## src/rtl/fpba_pkg.sv

```systemverilog
// Package for the fit policy block allocator.
// Holds the sequencer state type, the policy codes and the register indexes.
// Depends on nothing.
`timescale 1ns / 1ps
`default_nettype none

package fpba_pkg;

   // Sequencer states, one-hot.
   typedef enum logic [2:0] {
      ST_IDLE   = 3'b001,
      ST_SCAN   = 3'b010,
      ST_FINISH = 3'b100
   } state_type;

   // Placement policy codes.
   localparam logic [1:0] FIT_FIRST = 2'd0;
   localparam logic [1:0] FIT_BEST  = 2'd1;
   localparam logic [1:0] FIT_WORST = 2'd2;
   localparam logic [1:0] FIT_NONE  = 2'd3;

   // Request kinds.
   localparam logic KIND_LOAD    = 1'b0;
   localparam logic KIND_ALLOC   = 1'b1;

   // Configuration register indexes.
   localparam logic [1:0] CSR_FIT_MODE    = 2'd0;
   localparam logic [1:0] CSR_BLOCK_COUNT = 2'd1;

   // Widths fixed by the interface.
   localparam int CSR_DATA_BITS = 5;
   localparam int CSR_INDEX_BITS = 2;

endpackage

`default_nettype wire

```

## src/rtl/fpba_ram.sv

```systemverilog
// Generic single write port, single read port RAM with registered read data.
// Used for the free size table of the allocator. Depends on nothing.
`timescale 1ns / 1ps
`default_nettype none

module fpba_ram #(
   parameter int WIDTH = 16,
   parameter int DEPTH = 16,
   localparam int ADDR_BITS = (DEPTH > 1) ? $clog2(DEPTH) : 1
) (
   input  wire logic                 clock,
   input  wire logic                 wr_en,
   input  wire logic [ADDR_BITS-1:0] wr_addr,
   input  wire logic [WIDTH-1:0]     wr_data,
   input  wire logic                 rd_en,
   input  wire logic [ADDR_BITS-1:0] rd_addr,
   output logic      [WIDTH-1:0]     rd_data
);

   logic [WIDTH-1:0] mem_ff [DEPTH];

   // Write port.
   always_ff @(posedge clock) begin
      if (wr_en) begin
         mem_ff[wr_addr] <= wr_data;
      end
   end

   // Registered read port.
   always_ff @(posedge clock) begin
      if (rd_en) begin
         rd_data <= mem_ff[rd_addr];
      end
   end

endmodule

`default_nettype wire

```

## src/rtl/fit_policy_block_allocator_unit.sv

```systemverilog
// Top level of the fit policy block allocator: sequencer, scan compare unit,
// write-back and result register. Depends on fpba_pkg and fpba_ram.
`timescale 1ns / 1ps
`default_nettype none

// Channel    Direction  Handshake           Payload
// req_       in         req_valid/stall     kind, block_index, size_value
// rsp_       out        rsp_valid/stall     granted, chosen_block, remaining_after
// csr_       in         csr_write_en        csr_index, csr_write_data
//
// A load request writes the table in the cycle in which it is accepted.
// An allocation request over n = min(block_count, NUM_BLOCKS) blocks, n > 0, passes through n
// reads of the table's read port, a drain step for the last read data, a step to close the
// scan and one write-back step; with no block to scan, only the close and write-back steps.
// Reset clears the sequencer and the result valid flag; the table is not cleared.
// req_stall is high while a request is in work; a request behind a waiting result holds in
// its write-back step until that result is taken.

module fit_policy_block_allocator_unit #(
   parameter int NUM_BLOCKS = 16,
   parameter int SIZE_BITS  = 16
) (
   input  wire logic        clock,
   input  wire logic        reset,
   // Request channel.
   input  wire logic        req_valid,
   output logic             req_stall,
   input  wire logic        req_kind,
   input  wire logic [3:0]  req_block_index,
   input  wire logic [15:0] req_size_value,
   // Result channel.
   output logic             rsp_valid,
   input  wire logic        rsp_stall,
   output logic             rsp_granted,
   output logic [3:0]       rsp_chosen_block,
   output logic [15:0]      rsp_remaining_after,
   // Configuration port.
   input  wire logic                                  csr_write_en,
   input  wire logic [fpba_pkg::CSR_INDEX_BITS-1:0]   csr_index,
   input  wire logic [fpba_pkg::CSR_DATA_BITS-1:0]    csr_write_data
);

   localparam int IDX_BITS = (NUM_BLOCKS > 1) ? $clog2(NUM_BLOCKS) : 1;
   localparam int CNT_BITS = $clog2(NUM_BLOCKS + 1);
   localparam int CMP_BITS = (CNT_BITS > 5) ? CNT_BITS : 5;

   // Configuration registers.
   logic [1:0] fit_mode_ff;
   logic [4:0] block_count_ff;

   always_ff @(posedge clock) begin
      if (reset) begin
         fit_mode_ff    <= fpba_pkg::FIT_FIRST;
         block_count_ff <= 5'd16;
      end else if (csr_write_en) begin
         case (csr_index)
            fpba_pkg::CSR_FIT_MODE:    fit_mode_ff    <= csr_write_data[1:0];
            fpba_pkg::CSR_BLOCK_COUNT: block_count_ff <= csr_write_data[4:0];
            default: ;
         endcase
      end
   end

   // Sequencer and scan state.
   fpba_pkg::state_type state_ff, state_in;
   logic [CNT_BITS-1:0]  limit_ff, limit_in;
   logic [CNT_BITS-1:0]  addr_cnt_ff, addr_cnt_in;
   logic                 rd_pend_ff, rd_pend_in;
   logic [IDX_BITS-1:0]  rd_idx_ff, rd_idx_in;
   logic                 found_ff, found_in;
   logic [IDX_BITS-1:0]  pick_ff, pick_in;
   logic [SIZE_BITS-1:0] best_room_ff, best_room_in;
   logic [SIZE_BITS-1:0] size_ff, size_in;
   logic                 rsp_valid_ff, rsp_valid_in;
   logic                 rsp_granted_ff, rsp_granted_in;
   logic [3:0]           rsp_chosen_ff, rsp_chosen_in;
   logic [15:0]          rsp_remain_ff, rsp_remain_in;

   // RAM ports.
   logic                 ram_wr_en;
   logic [IDX_BITS-1:0]  ram_wr_addr;
   logic [SIZE_BITS-1:0] ram_wr_data;
   logic                 ram_rd_en;
   logic [IDX_BITS-1:0]  ram_rd_addr;
   logic [SIZE_BITS-1:0] ram_rd_data;

   logic                 req_accept;
   logic                 rsp_free;
   logic [CMP_BITS-1:0]  count_wide;
   logic [CNT_BITS-1:0]  count_clip;
   logic                 room_fits;
   logic                 room_better;
   logic [SIZE_BITS-1:0] remain;

   fpba_ram #(
      .WIDTH (SIZE_BITS),
      .DEPTH (NUM_BLOCKS)
   ) u_table (
      .clock   (clock),
      .wr_en   (ram_wr_en),
      .wr_addr (ram_wr_addr),
      .wr_data (ram_wr_data),
      .rd_en   (ram_rd_en),
      .rd_addr (ram_rd_addr),
      .rd_data (ram_rd_data)
   );

   assign req_stall  = (state_ff != fpba_pkg::ST_IDLE);
   assign req_accept = req_valid && !req_stall;
   assign rsp_free   = !rsp_valid_ff || !rsp_stall;

   // Block count clipped to the table depth.
   assign count_wide = CMP_BITS'(block_count_ff);
   assign count_clip = (count_wide > CMP_BITS'(NUM_BLOCKS)) ?
                       CNT_BITS'(NUM_BLOCKS) : CNT_BITS'(block_count_ff);

   // Shared compare unit: does the entry fit, and does it beat the current pick.
   assign room_fits   = (ram_rd_data >= size_ff);
   assign room_better = !found_ff ||
                        ((fit_mode_ff == fpba_pkg::FIT_BEST)  && (ram_rd_data < best_room_ff)) ||
                        ((fit_mode_ff == fpba_pkg::FIT_WORST) && (ram_rd_data > best_room_ff));

   // Subtractor for the write-back.
   assign remain = best_room_ff - size_ff;

   // Next-state logic.
   always_comb begin
      state_in       = state_ff;
      limit_in       = limit_ff;
      addr_cnt_in    = addr_cnt_ff;
      rd_pend_in     = 1'b0;
      rd_idx_in      = rd_idx_ff;
      found_in       = found_ff;
      pick_in        = pick_ff;
      best_room_in   = best_room_ff;
      size_in        = size_ff;
      rsp_valid_in   = rsp_valid_ff && rsp_stall;
      rsp_granted_in = rsp_granted_ff;
      rsp_chosen_in  = rsp_chosen_ff;
      rsp_remain_in  = rsp_remain_ff;
      ram_wr_en      = 1'b0;
      ram_wr_addr    = IDX_BITS'(req_block_index);
      ram_wr_data    = SIZE_BITS'(req_size_value);
      ram_rd_en      = 1'b0;
      ram_rd_addr    = addr_cnt_ff[IDX_BITS-1:0];

      case (state_ff)
         fpba_pkg::ST_IDLE: begin
            if (req_accept) begin
               if (req_kind == fpba_pkg::KIND_LOAD) begin
                  // Loads beyond the table are dropped.
                  ram_wr_en = ({28'd0, req_block_index} < 32'(NUM_BLOCKS));
               end else begin
                  size_in     = SIZE_BITS'(req_size_value);
                  limit_in    = (fit_mode_ff == fpba_pkg::FIT_NONE) ? '0 : count_clip;
                  addr_cnt_in = '0;
                  found_in    = 1'b0;
                  pick_in     = '0;
                  state_in    = fpba_pkg::ST_SCAN;
               end
            end
         end

         fpba_pkg::ST_SCAN: begin
            // Issue the next read while judging the entry read last cycle.
            if (addr_cnt_ff < limit_ff) begin
               ram_rd_en   = 1'b1;
               rd_pend_in  = 1'b1;
               rd_idx_in   = addr_cnt_ff[IDX_BITS-1:0];
               addr_cnt_in = addr_cnt_ff + 1'b1;
            end
            if (rd_pend_ff && room_fits && room_better) begin
               found_in     = 1'b1;
               pick_in      = rd_idx_ff;
               best_room_in = ram_rd_data;
            end
            if ((addr_cnt_ff == limit_ff) && !rd_pend_ff) begin
               state_in = fpba_pkg::ST_FINISH;
            end
         end

         fpba_pkg::ST_FINISH: begin
            // Write back the chosen block and hand the result over.
            ram_wr_en   = found_ff;
            ram_wr_addr = pick_ff;
            ram_wr_data = remain;
            if (rsp_free) begin
               rsp_valid_in   = 1'b1;
               rsp_granted_in = found_ff;
               rsp_chosen_in  = found_ff ? 4'(pick_ff) : 4'd0;
               rsp_remain_in  = found_ff ? 16'(remain) : 16'd0;
               state_in       = fpba_pkg::ST_IDLE;
            end
         end

         default: begin
            state_in = fpba_pkg::ST_IDLE;
         end
      endcase
   end

   // Control registers.
   always_ff @(posedge clock) begin
      if (reset) begin
         state_ff     <= fpba_pkg::ST_IDLE;
         rd_pend_ff   <= 1'b0;
         found_ff     <= 1'b0;
         rsp_valid_ff <= 1'b0;
         limit_ff     <= '0;
         addr_cnt_ff  <= '0;
      end else begin
         state_ff     <= state_in;
         rd_pend_ff   <= rd_pend_in;
         found_ff     <= found_in;
         rsp_valid_ff <= rsp_valid_in;
         limit_ff     <= limit_in;
         addr_cnt_ff  <= addr_cnt_in;
      end
   end

   // Payload registers.
   always_ff @(posedge clock) begin
      rd_idx_ff      <= rd_idx_in;
      pick_ff        <= pick_in;
      best_room_ff   <= best_room_in;
      size_ff        <= size_in;
      rsp_granted_ff <= rsp_granted_in;
      rsp_chosen_ff  <= rsp_chosen_in;
      rsp_remain_ff  <= rsp_remain_in;
   end

   assign rsp_valid           = rsp_valid_ff;
   assign rsp_granted         = rsp_granted_ff;
   assign rsp_chosen_block    = rsp_chosen_ff;
   assign rsp_remaining_after = rsp_remain_ff;

   // A new result is only loaded at the end of a request.
   a_rsp_from_finish: assert property (@(posedge clock) disable iff (reset)
      $rose(rsp_valid_ff) |-> $past(state_ff == fpba_pkg::ST_FINISH))
      else $error("result raised outside the finish step");

   // A refused request reports zeros.
   a_refused_zero: assert property (@(posedge clock) disable iff (reset)
      (rsp_valid_ff && !rsp_granted_ff) |-> (rsp_chosen_ff == 4'd0 && rsp_remain_ff == 16'd0))
      else $error("refused request with nonzero payload");

   // The scan never runs past the blocks in use.
   a_scan_bound: assert property (@(posedge clock) disable iff (reset)
      (state_ff == fpba_pkg::ST_SCAN) |-> (addr_cnt_ff <= limit_ff))
      else $error("scan address beyond the block count");

   // A picked block always lies inside the scanned range.
   a_pick_bound: assert property (@(posedge clock) disable iff (reset)
      ((state_ff != fpba_pkg::ST_IDLE) && found_ff) |-> (CNT_BITS'(pick_ff) < limit_ff))
      else $error("picked block outside the blocks in use");

endmodule

`default_nettype wire

```

## config.mk

```make
export PLATFORM = sky130hd
export DESIGN_NAME = fit_policy_block_allocator_unit
export DESIGN_NICKNAME = d
export VERILOG_FILES = /design/src/rtl/fpba_pkg.sv /design/src/rtl/fpba_ram.sv /design/src/rtl/fit_policy_block_allocator_unit.sv
export SDC_FILE = /design/constraint.sdc
export NUM_CORES = 1
export LEC_CHECK = 0
export BUFFER_PORTS_ARGS = -buffer_cell sky130_fd_sc_hd__buf_2
export CORE_AREA = 2 2 181 183
export DETAILED_ROUTE_END_ITERATION = 16
export DIE_AREA = 0 0 183 185
export PLACE_DENSITY = 0.63
export SLEW_MARGIN = 20
export SYNTH_ARGS = -nofsm -noshare
export SYNTH_HDL_FRONTEND = slang
export SYNTH_SLANG_ARGS = --single-unit
```

## constraint.sdc

```tcl
create_clock -name clock -period 7.4 [get_ports clock]
set_input_delay 0.74 -clock clock [delete_from_list [all_inputs] [get_ports clock]]
set_output_delay 0.74 -clock clock [all_outputs]
set_load 0.005 [all_outputs]
```

==> results of run 1 <==
-- through the flow --
stage / instance area, sq um / std cells / hold WS [ns]
after floorplan: 15100 / 891 / 0.425
after global placement: 16000 / 1344 / 0.442
after detailed placement: 16000 / 1344 / 0.445
after CTS: 17200 / 1414 / 0.385
after global routing: 17200 / 1414 / 0.390
final: 17200 / 1414 / 0.402
-- layout make-up --
class / count / share of cell area (%)
multi-input cells: 455 / 25.4
inverters: 49 / 1.07
clock buffers: 45 / 5.92
well taps: 408 / 2.97
flip-flops and latches: 356 / 60.8
repair buffers: 76 / 2.51
clock inverters: 25 / 1.34
-- flip-flops by register name, indices dropped and copies added, names as in the netlist, 2 cells and up --
signal and cells:
rsp_chosen_block 4, limit_ff 5, state_ff 3, size_ff 16, rd_idx_ff 4, pick_ff 4
u_table.mem_ff 256, best_room_ff 16, rsp_remaining_after 16, fit_mode_ff 2, block_count_ff 5, u_table.rd_data 16
addr_cnt_ff 5
-- worst max-delay path, delay by kind of cell, from the launching register on --
family / cells / cell delay (ns)
and+or+nand+nor: 3 / 1.60
AOI/OAI and AO/OA: 1 / 0.34
DFF: 1 / 0.45
buffers and inverters: 1 / 0.29
-- power groups by stage --
stage	clock (mW)	sequential (mW)	combinational, mW
after detailed placement	0	2.28	0.185
after global routing	1.99	2.24	0.208
after CTS	1.91	2.24	0.186
after floorplan	0	2.28	0.120
after global placement	0	2.28	0.183
final	1.87	2.24	0.186
-- how the worst max path moves through the flow --
stage               slack, ns                                to                        start
finish                   4.31   u_table.mem_ff[10][2]$_DFFE_PP_     state_ff[2]$_SDFFE_PP0P_
global route             4.10  u_table.mem_ff[10][14]$_DFFE_PP_     state_ff[2]$_SDFFE_PP0P_
CTS                      4.26  u_table.mem_ff[10][14]$_DFFE_PP_     state_ff[2]$_SDFFE_PP0P_
detailed placement       4.26   u_table.mem_ff[10][3]$_DFFE_PP_                     req_kind
global placement         4.29    u_table.mem_ff[6][0]$_DFFE_PP_                     req_kind
floorplan                3.97            rd_idx_ff[0]$_DFFE_PP_  addr_cnt_ff[0]$_SDFFE_PP0P_
-- cell families after synthesis --
logic type,synth area share (%)
flip-flops,69.3
AND/OR/NAND/NOR,6.04
AO/OA/AOI/OAI,5.06
adder cells (fa/ha/maj),4.53
XOR/XNOR,0.406
buffers and inverters,2.02
multiplexers,12.6
-- layer usage --
metal	global-route usage, %	share of wire (%)
met1	28.1	48
met2	28.2	45
met3	2.93	5.1
met4	5.47	2.5
met5	0	0
-- placed cells by master (no fill, tap or decap), types with 14 or more instances in the layout --
cell and n:
clkbuf_16 39, edfxtp_1 333, inv_1 49, nand3_1 16, nor2_2 16, mux4_2 80, nand2_1 48, nor3_1 14
dfxtp_1 21, ha_1 53, o21ai_0 28, buf_2 55, nor2_1 31, a21oi_1 34, buf_4 21
==> summary.txt, run 1 <==
hpwl dp -> 20.4 mm
Yosys warning count -> 0
post-CTS setup repair buffer count -> 0
vias in the first global route -> 8061
final setup vio count -> 0
Total Wirelength -> 30.7 mm
Power Dens Cells -> 250 mW/mm^2
NetSw -> 0.906 mW
Peak Freq -> 323 MHz
Tmin final -> 3.09 ns
Reg power frac -> 52.1%
Post-synth EDFFs -> 333
core footprint -> 0.0320 sq mm
worst path cell trace -> or3b_2 -> buf_4 -> nor3b_1 -> o21ai_0 -> nor2_2
post-synthesis cell area -> 0.0151 sq mm
Leak -> 5.91 nW
CP peak stage delay -> 0.90 ns
Fin. Hold Viols -> 0
Worst Path Required -> 7.54 ns
# nets final -> 1064
Worst-path clk slew -> 0.06 ns
register-to-register path setup slack -> 4.31 ns
Max-slew headroom -> 28.2%
H-Tree Depth -> 2
cell count after synthesis -> 891
setup repair after global routing missed its margin -> false
Synth area leaders -> edfxtp_1 (66%), mux4_2 (12%), ha_1 (4.4%), dfxtp_1 (3.1%), inv_1 (1.2%)
Final Util -> 53.7%
Hold Crit Start -> req_size_value[7]
Layout Skew -> 0.00768 ns
die area -> 0.0339 sq mm
Clk Latency, worst-skew pair -> 0.53 ns
Layout area overhead -> 14.1%
DRT Pass-1 Iters -> 5
drc violations -> 0
syn nets -> 978
post-cts resize count -> 0
Crit Path Category -> register to register
Avg Cell Area, Syn -> 16.9 sq um
Worst Hold Path Cells -> 1
via count -> 8028
register bit total from synthesis -> 356
sequential standard cell area -> 0.0105 sq mm
critical path startpoint category -> register
R2R Path End -> u_table.mem_ff[10][2]$_DFFE_PP_
grt total ovfl -> 0
via/cell ratio -> 5.68
Multi-input gate area -> 0.00437 sq mm
Power Total -> 4.30 mW
status -> finished clean
Critical R2R Launch -> state_ff[2]$_SDFFE_PP0P_
I/O pin cnt -> 56
die width -> 183 um
GRT Total Usage -> 18.6%
cell internal pwr -> 3.39 mW
Fin Setup TNS -> 0 ns
number of diodes -> 0
Min-Delay Path Class -> input pin to register
R2R depth -> 5
Final Max Tran Viols -> 0
clock sinks -> 356
CP arrival -> 3.24 ns
Synth async-reset ratio -> 0%
Max-Cap Viols -> 0
Worst setup EP type -> register
layout cell share with drive strength beyond 1 -> 24.1%
chip height -> 185 um
Sw Ratio -> 21.1%
clock buffer depth -> 3
post-synth top area cell -> edfxtp_1
Max FO, Critical Path -> 44
Root Buffer -> clkbuf_16
largest net degree at the start of global routing -> 70
share of the synthesized area in the top cell type -> 66.3%
Most used DFF post-synth -> edfxtp_1
Gate power share -> 4.3%
cell with the most instances after synthesis -> edfxtp_1
hold bufs inserted after CTS -> 0
number of port buffers -> 55
final period utilization -> 41.8%
routed len/inst -> 21.7 um
first-pass GRT wire length -> 47.5 mm
Antenna Violating Nets Remaining -> 0
GP Congestion -> 0.809
actual slew at the worst max-slew pin -> 1.08 ns
post-synthesis cell type count -> 56
top post-synthesis cells by count -> edfxtp_1 (333), mux4_2 (80), ha_1 (53)
pre-CTS setup slack -> 4.26 ns
Setup WS post-layout -> 4.31 ns
Hold EP -> size_ff[7]$_DFFE_PP_
First DRT Iteration DRCs -> 594
clock power share -> 43.6%
TritonCTS clock tree -> built
CP max-delay cell -> nor2_2
initial core utilization -> 47.1%
register area share after synthesis -> 69.3%
initial antenna violation count -> 0
CTS Buf Count -> 39
cell row count -> 66
Worst VDD drop -> 167 uV
Filler cells -> 2537
No activity file was read; power rests on OpenSTA's default activity.
==> run 2: changes to the inputs <==
--- a/config.mk
+++ b/config.mk
@@ -9,7 +9,7 @@
 export CORE_AREA = 2 2 181 183
 export DETAILED_ROUTE_END_ITERATION = 16
 export DIE_AREA = 0 0 183 185
-export PLACE_DENSITY = 0.63
+export PLACE_DENSITY = 0.65
 export SLEW_MARGIN = 20
 export SYNTH_ARGS = -nofsm -noshare
 export SYNTH_HDL_FRONTEND = slang
==> constraint.sdc (replaced) <==
create_clock -name clock -period 2.5 [get_ports clock]
set_input_delay 0.25 -clock clock [delete_from_list [all_inputs] [get_ports clock]]
set_output_delay 0.25 -clock clock [all_outputs]
set_load 0.005 [all_outputs]
==> run 2 against run 1 <==
Die area is the same. Combinational power grew to 3.7 times the previous value. Largest cell class unchanged. Sequential share of layout area shrank 3.7 points. First-iteration DRC count grew 3.5%. Critical path type unchanged. Highest routed layer unchanged.
==> summary.txt, run 2 (synthesized netlist as in run 1, its figures left out) <==
Worst-path clk slew -> 0.06 ns (about the same)
Sw Ratio -> 20.9% (-0.16 points)
commonest non-fill, non-tap cell in the layout -> edfxtp_1
worst path bufs/invs -> 1 (unchanged)
final setup vio count -> 0 (unchanged)
final period utilization -> 99.9% (+58 points)
critical path startpoint category -> register
cell internal pwr -> 9.92 mW (+190%)
Worst setup EP type -> register
GP Congestion -> 0.838 (+3.5%)
first-pass GRT wire length -> 50.0 mm (+5.3%)
Total Wirelength -> 33.2 mm (+8.4%)
Power Total -> 12.5 mW (+190%)
Placement Cell Area -> 0.0167 sq mm (+4.6%)
Final Instance Area -> 0.0183 sq mm (+6.5%)
Crit Path Category -> register to register
most frequent cells in the layout -> edfxtp_1 (333), mux4_2 (80), buf_4 (59), buf_2 (55), ha_1 (49)
First DRT Iteration DRCs -> 615 (+3.5%)
drc violations -> 0 (unchanged)
largest net degree at the start of global routing -> 69 (-1.4%)
I/O pin cnt -> 56 (unchanged)
layout cell share with drive strength beyond 1 -> 30.7% (+6.6 points)
chip height -> 185 um (unchanged)
Max-Cap Viols -> 0 (unchanged)
Peak Freq -> 400 MHz (+24%)
clock buffer depth -> 3 (unchanged)
GRT Total Usage -> 20.0% (+1.3 points)
cell row count -> 66 (unchanged)
Critical R2R Launch -> u_table.rd_data[10]$_DFFE_PP_
via/cell ratio -> 5.61 (-1.2%)
actual slew at the worst max-slew pin -> 0.735 ns (-0.342 ns)
Worst Path Required -> 2.73 ns (-4.81 ns)
Placed Cells -> 1398 (+4.0%)
Tmin final -> 2.50 ns (-0.594 ns)
initial core utilization -> 47.1% (unchanged)
routed len/inst -> 22.2 um (+2.4%)
Setup WS post-layout -> 0.00245 ns (-4.31 ns)
vias in the first global route -> 8383 (+4.0%)
Final Util -> 57.2% (+3.5 points)
hpwl dp -> 20.5 mm (+0.41%)
NetSw -> 2.63 mW (+190%)
CTS Buf Count -> 36 (-7.7%)
Max FO, Critical Path -> 8 (-82%)
Leak -> 6.37 nW (+7.8%)
cell family with most CP delay -> simple AND/OR/NAND/NOR gates
Worst VDD drop -> 399 uV (+140%)
Gate power share -> 5.5% (+1.2 points)
CP peak stage delay -> 0.45 ns (-0.45 ns)
Biggest register -> u_table.mem_ff
clock power share -> 41.8% (-1.8 points)
initial antenna violation count -> 0 (unchanged)
Fin Setup TNS -> 0 ns (unchanged)
worst path cell trace -> ha_4 -> nand4_1 -> nor4_2 -> a21boi_2 -> a211oi_4 -> mux2i_4 -> nor2_4 -> clkbuf_16
Layout area overhead -> 21.5%
number of port buffers -> 55 (unchanged)
Worst Hold Path Cells -> 4 (+3)
CP arrival -> 2.73 ns (-0.51 ns)
Antenna Violating Nets Remaining -> 0 (unchanged)
final hold slack -> 0.0722 ns (-0.330 ns)
number of diodes -> 0 (unchanged)
Fin. Hold Viols -> 0 (unchanged)
register-to-register path setup slack -> 0.002 ns (-4.31 ns)
pre-CTS setup slack -> -0.0909 ns (-4.35 ns)
H-Tree Depth -> 2 (unchanged)
TritonCTS clock tree -> built
grt total ovfl -> 0 (unchanged)
Hold Crit Start -> csr_write_data[4]
Min-Delay Path Class -> input pin to register
core footprint -> 0.0320 sq mm (unchanged)
Root Buffer -> clkbuf_16
via count -> 8394 (+4.6%)
status -> finished clean
die area -> 0.0339 sq mm (unchanged)
Power Dens Cells -> 684 mW/mm^2 (+170%)
Reg power frac -> 52.7% (+0.6 points)
clock sinks -> 356 (unchanged)
DRT Pass-1 Iters -> 5 (unchanged)
Layout Skew -> 0.0215 ns (+0.0138 ns)
Clk Latency, worst-skew pair -> 0.52 ns (about the same)
Final Max Tran Viols -> 0 (unchanged)
CP max-delay cell -> edfxtp_1
Max-slew headroom -> 50.4% (+22 points)
Largest register FFs -> 256 (unchanged)
die width -> 183 um (unchanged)
# nets final -> 1148 (+7.9%)
Hold EP -> block_count_ff[4]$_SDFFE_PP1P_
final cell count without fillers -> 1496 (+5.8%)
R2R Path End -> best_room_ff[9]$_DFFE_PP_
R2R depth -> 8 (+3)
setup repair after global routing missed its margin -> true
==> run 2: per-layer routing <==
layer / vias up / global-route usage, % / routed length [um]
li1: 3857 / - / -
met1: 4265 / 26.8 / 14100
met2: 236 / 34.9 / 16800
met3: 36 / 2.56 / 1770
met4: 0 / 4.64 / 512
met5: - / 0 / 0
==> run 2: worst max path at each step <==
stage	start	to	cells after the start
finish	u_table.rd_data[10]$_DFFE_PP_	best_room_ff[9]$_DFFE_PP_	8
detailed placement	best_room_ff[0]$_DFFE_PP_	u_table.mem_ff[12][12]$_DFFE_PP_	11
floorplan	state_ff[2]$_SDFFE_PP0P_	u_table.mem_ff[0][0]$_DFFE_PP_	6
global placement	u_table.rd_data[10]$_DFFE_PP_	pick_ff[2]$_SDFFCE_PN0P_	9
CTS	best_room_ff[0]$_DFFE_PP_	u_table.mem_ff[9][14]$_DFFE_PP_	11
global route	u_table.rd_data[10]$_DFFE_PP_	best_room_ff[10]$_DFFE_PP_	8
==> run 2: power groups by stage <==
stage	sequential (mW)	combinational (mW)	clock, mW
floorplan	6.74	0.366	0
global placement	6.74	0.618	0
detailed placement	6.74	0.629	0
CTS	6.62	0.665	5.36
global route	6.62	0.754	5.60
finish	6.62	0.685	5.25
==> run 2: layout make-up <==
type	count	area [sq um]
Timing Repair Buffer	163	1450
Multi-Input combinational cell	455	4580
Sequential cell	356	10500
Clock buffer	45	956
Clock inverter	20	189
Tap cell	408	510
Fill cell	2437	13700
Inverter	49	184
==> run 2: tightest hold or removal path: cells and delay by family <==
family	cells	cell delay [ns]
buffers and inverters	2	0.11
AOI/OAI and AO/OA	1	0.10
and+or+nand+nor	1	0.09
==> run 2: what timing repair did <==
action | 4_1_cts | 5_1_grt
endpoints found under the hold margin | 23 | 0
gates resized for setup | 13 | 31
gates cloned | 1 | 1
setup endpoints to repair | 102 | 183
buffers inserted | 2 | 10
hold buffers | 21 | 0
pin swaps | 4 | 16
==> run 3: changes to the inputs <==
--- a/config.mk
+++ b/config.mk
@@ -6,10 +6,10 @@
 export NUM_CORES = 1
 export LEC_CHECK = 0
 export BUFFER_PORTS_ARGS = -buffer_cell sky130_fd_sc_hd__buf_2
-export CORE_AREA = 2 2 181 183
+export CORE_AREA = 2 2 168 170
 export DETAILED_ROUTE_END_ITERATION = 16
-export DIE_AREA = 0 0 183 185
-export PLACE_DENSITY = 0.65
+export DIE_AREA = 0 0 170 172
+export PLACE_DENSITY = 0.74
 export SLEW_MARGIN = 20
 export SYNTH_ARGS = -nofsm -noshare
 export SYNTH_HDL_FRONTEND = slang
==> run 3 against run 2 <==
The flow now finishes with violations (setup timing). Cell count is 4.1% lower. Die area is 14% lower. Fmax is 2.5% lower. Core utilization is 9.6 points higher. Hold slack better by 0.0087 ns. Clock power is 5.5% higher. Sequential share of layout area is 0.090 points lower. Total power is 2.4% higher. Critical path depth is 2 higher. Routed wire length is 2.2% higher. Count of clock-buffer cells in the layout is 2 lower. Clock skew hardly changed. Critical path type unchanged. Largest power group unchanged.
==> summary.txt, run 3 (synthesized netlist as in run 1, its figures left out) <==
Antenna Violating Nets Remaining -> 0 (unchanged)
grt total ovfl -> 0 (unchanged)
Sw Ratio -> 21.0% (+0.078 points)
setup repair after global routing missed its margin -> true
Reg power frac -> 51.6% (-1.1 points)
most frequent cells in the layout -> edfxtp_1 (333), mux4_2 (80), buf_2 (55), buf_4 (55), nand2_1 (48)
Layout area overhead -> 21.8%
via count -> 8593 (+2.4%)
Placement Cell Area -> 0.0165 sq mm (-0.88%)
layout cell share with drive strength beyond 1 -> 30.7% (about the same)
GRT Total Usage -> 23.7% (+3.7 points)
die width -> 170 um (-7.1%)
vias in the first global route -> 8538 (+1.8%)
Clk Latency, worst-skew pair -> 0.54 ns (+0.02 ns)
I/O pin cnt -> 56 (unchanged)
clock sinks -> 356 (unchanged)
Fin Setup TNS -> -1.59 ns (-1.59 ns)
R2R depth -> 10 (+2)
final period utilization -> 103% (+2.6 points)
commonest non-fill, non-tap cell in the layout -> edfxtp_1
Tmin final -> 2.56 ns (+0.0651 ns)
Largest register FFs -> 256 (unchanged)
hpwl dp -> 19.6 mm (-4.4%)
Final Instance Area -> 0.0184 sq mm (+0.17%)
clock power share -> 43.1% (+1.3 points)
CP max-delay cell -> edfxtp_1
Worst VDD drop -> 418 uV (+4.7%)
TritonCTS clock tree -> built
cell row count -> 61 (-7.6%)
cell internal pwr -> 10.2 mW (+2.3%)
initial antenna violation count -> 1 (+1)
R2R Path End -> u_table.mem_ff[6][12]$_DFFE_PP_
Root Buffer -> clkbuf_16
Worst Hold Path Cells -> 4 (unchanged)
routed len/inst -> 23.7 um (+6.6%)
Worst Path Required -> 2.78 ns (+0.05 ns)
via/cell ratio -> 5.99 (+6.8%)
Fin. Hold Viols -> 0 (unchanged)
Final Max Tran Viols -> 0 (unchanged)
DRT Pass-1 Iters -> 6 (+1)
actual slew at the worst max-slew pin -> 0.793 ns (+0.0574 ns)
status -> finished with violations
# nets final -> 1147 (-0.087%)
first-pass GRT wire length -> 50.2 mm (+0.43%)
Max-Cap Viols -> 0 (unchanged)
Power Total -> 12.9 mW (+2.4%)
clock buffer depth -> 3 (unchanged)
Hold Crit Start -> csr_write_data[4]
drc violations -> 0 (unchanged)
die area -> 0.0292 sq mm (-14%)
GP Congestion -> 0.871 (+4.0%)
Worst-path clk slew -> 0.06 ns (about the same)
First DRT Iteration DRCs -> 962 (+56%)
CTS Buf Count -> 37 (+2.8%)
largest net degree at the start of global routing -> 69 (unchanged)
Biggest register -> u_table.mem_ff
Setup WS post-layout -> -0.0626 ns (-0.0651 ns)
Max-slew headroom -> 46.6% (-3.9 points)
failing checks -> setup timing
Gate power share -> 5.3% (-0.2 points)
chip height -> 172 um (-7.0%)
critical path startpoint category -> register
Critical R2R Launch -> size_ff[0]$_DFFE_PP_
register-to-register path setup slack -> -0.06 ns (-0.07 ns)
Layout Skew -> 0.0216 ns (+0.0000697 ns)
NetSw -> 2.70 mW (+2.8%)
Peak Freq -> 390 MHz (-2.5%)
Hold EP -> block_count_ff[4]$_SDFFE_PP1P_
final setup vio count -> 32 (+32)
core footprint -> 0.0275 sq mm (-14%)
CP arrival -> 2.84 ns (+0.11 ns)
Worst setup EP type -> register
worst path cell trace -> ha_2 -> fa_2 -> nor2b_2 -> o31a_1 -> o31ai_2 -> buf_4 -> a41o_1 -> xnor2_2 -> o21ai_2 -> buf_6
Max FO, Critical Path -> 8 (unchanged)
number of port buffers -> 55 (unchanged)
initial core utilization -> 54.9% (+7.8 points)
Power Dens Cells -> 700 mW/mm^2 (+2.2%)
H-Tree Depth -> 2 (unchanged)
Leak -> 6.42 nW (+0.78%)
Crit Path Category -> register to register
Min-Delay Path Class -> input pin to register
CP peak stage delay -> 0.40 ns (-0.05 ns)
Total Wirelength -> 34.0 mm (+2.2%)
-- run 3: cell count changes in the layout (fill, tap and decap cells not counted), sizes merged --
| cell | previous run | this run |
|---|---|---|
| clkinvlp | 1 | 0 |
| clkbuf | 46 | 44 |
| buf | 141 | 139 |
| inv | 51 | 53 |
| bufinv | 3 | 5 |
| diode | 0 | 1 |
-- run 3: worst max path at each step --
stage | to | startpoint
floorplan | u_table.mem_ff[0][0]$_DFFE_PP_ | state_ff[2]$_SDFFE_PP0P_
global placement | best_room_ff[2]$_DFFE_PP_ | u_table.rd_data[10]$_DFFE_PP_
detailed placement | best_room_ff[1]$_DFFE_PP_ | best_room_ff[14]$_DFFE_PP_
CTS | best_room_ff[15]$_DFFE_PP_ | best_room_ff[9]$_DFFE_PP_
global route | u_table.mem_ff[6][12]$_DFFE_PP_ | best_room_ff[0]$_DFFE_PP_
finish | u_table.mem_ff[6][12]$_DFFE_PP_ | size_ff[0]$_DFFE_PP_
-- run 3: final cells by class --
class	instances	area, sq um
multi-input combinational	455	4610
antenna	1	2.50
sequential	356	10500
timing repair buffer	161	1450
clock inverter	23	273
inverter	49	184
tap	346	433
clock buffer	43	948
fill	1748	9110
-- run 3: metrics by stage --
step / hold WS [ns] / setup slack, ns / utilization (%) / std cells
floorplan: 0.349 / -0.0623 / - / 891
global placement: 0.440 / -0.176 / 60.2 / 1325
detailed placement: 0.446 / -0.225 / 60.2 / 1325
CTS: 0.0580 / -0.0310 / 66.2 / 1423
global route: 0.0969 / -0.135 / 66.8 / 1433
finish: 0.0809 / -0.0626 / 66.9 / 1434
-- run 3: worst max-delay path: cells and delay by family, from the launching register on --
kind	cells	cell delay (ns)
and+or+nand+nor	1	0.14
xor gates and xnor gates	1	0.23
AOI/OAI and AO/OA	4	0.63
buffers and inverters	2	0.35
adders and majority gates	2	0.56
DFF	1	0.40
-- run 3: layer usage --
layer / vias up / routed length [um] / share of wire (%) / GRT usage, %
met5: - / 0 / 0 / 0
met4: 0 / 977 / 2.9 / 7.73
met3: 77 / 2380 / 7.0 / 3.82
met2: 352 / 17000 / 50 / 40.7
met1: 4299 / 13600 / 40 / 31.3
li1: 3865 / - / - / -
-- run 3: power by group through the flow --
| stage | combinational [mW] | clock [mW] | sequential, mW |
|---|---|---|---|
| 2_1_floorplan | 0.366 | 0 | 6.74 |
| 3_3_place_gp | 0.587 | 0 | 6.75 |
| 3_5_place_dp | 0.600 | 0 | 6.75 |
| 4_1_cts | 0.645 | 5.63 | 6.63 |
| 5_1_grt | 0.751 | 5.84 | 6.63 |
| 6_report | 0.686 | 5.54 | 6.63 |
-- run 3: what timing repair did --
action	CTS	global route
pin swaps	5	10
resized for setup	25	26
gates cloned	2	1
hold buffers	21	0
endpoints found under the hold margin	23	0
buffers inserted	10	12
setup endpoints to repair	117	201
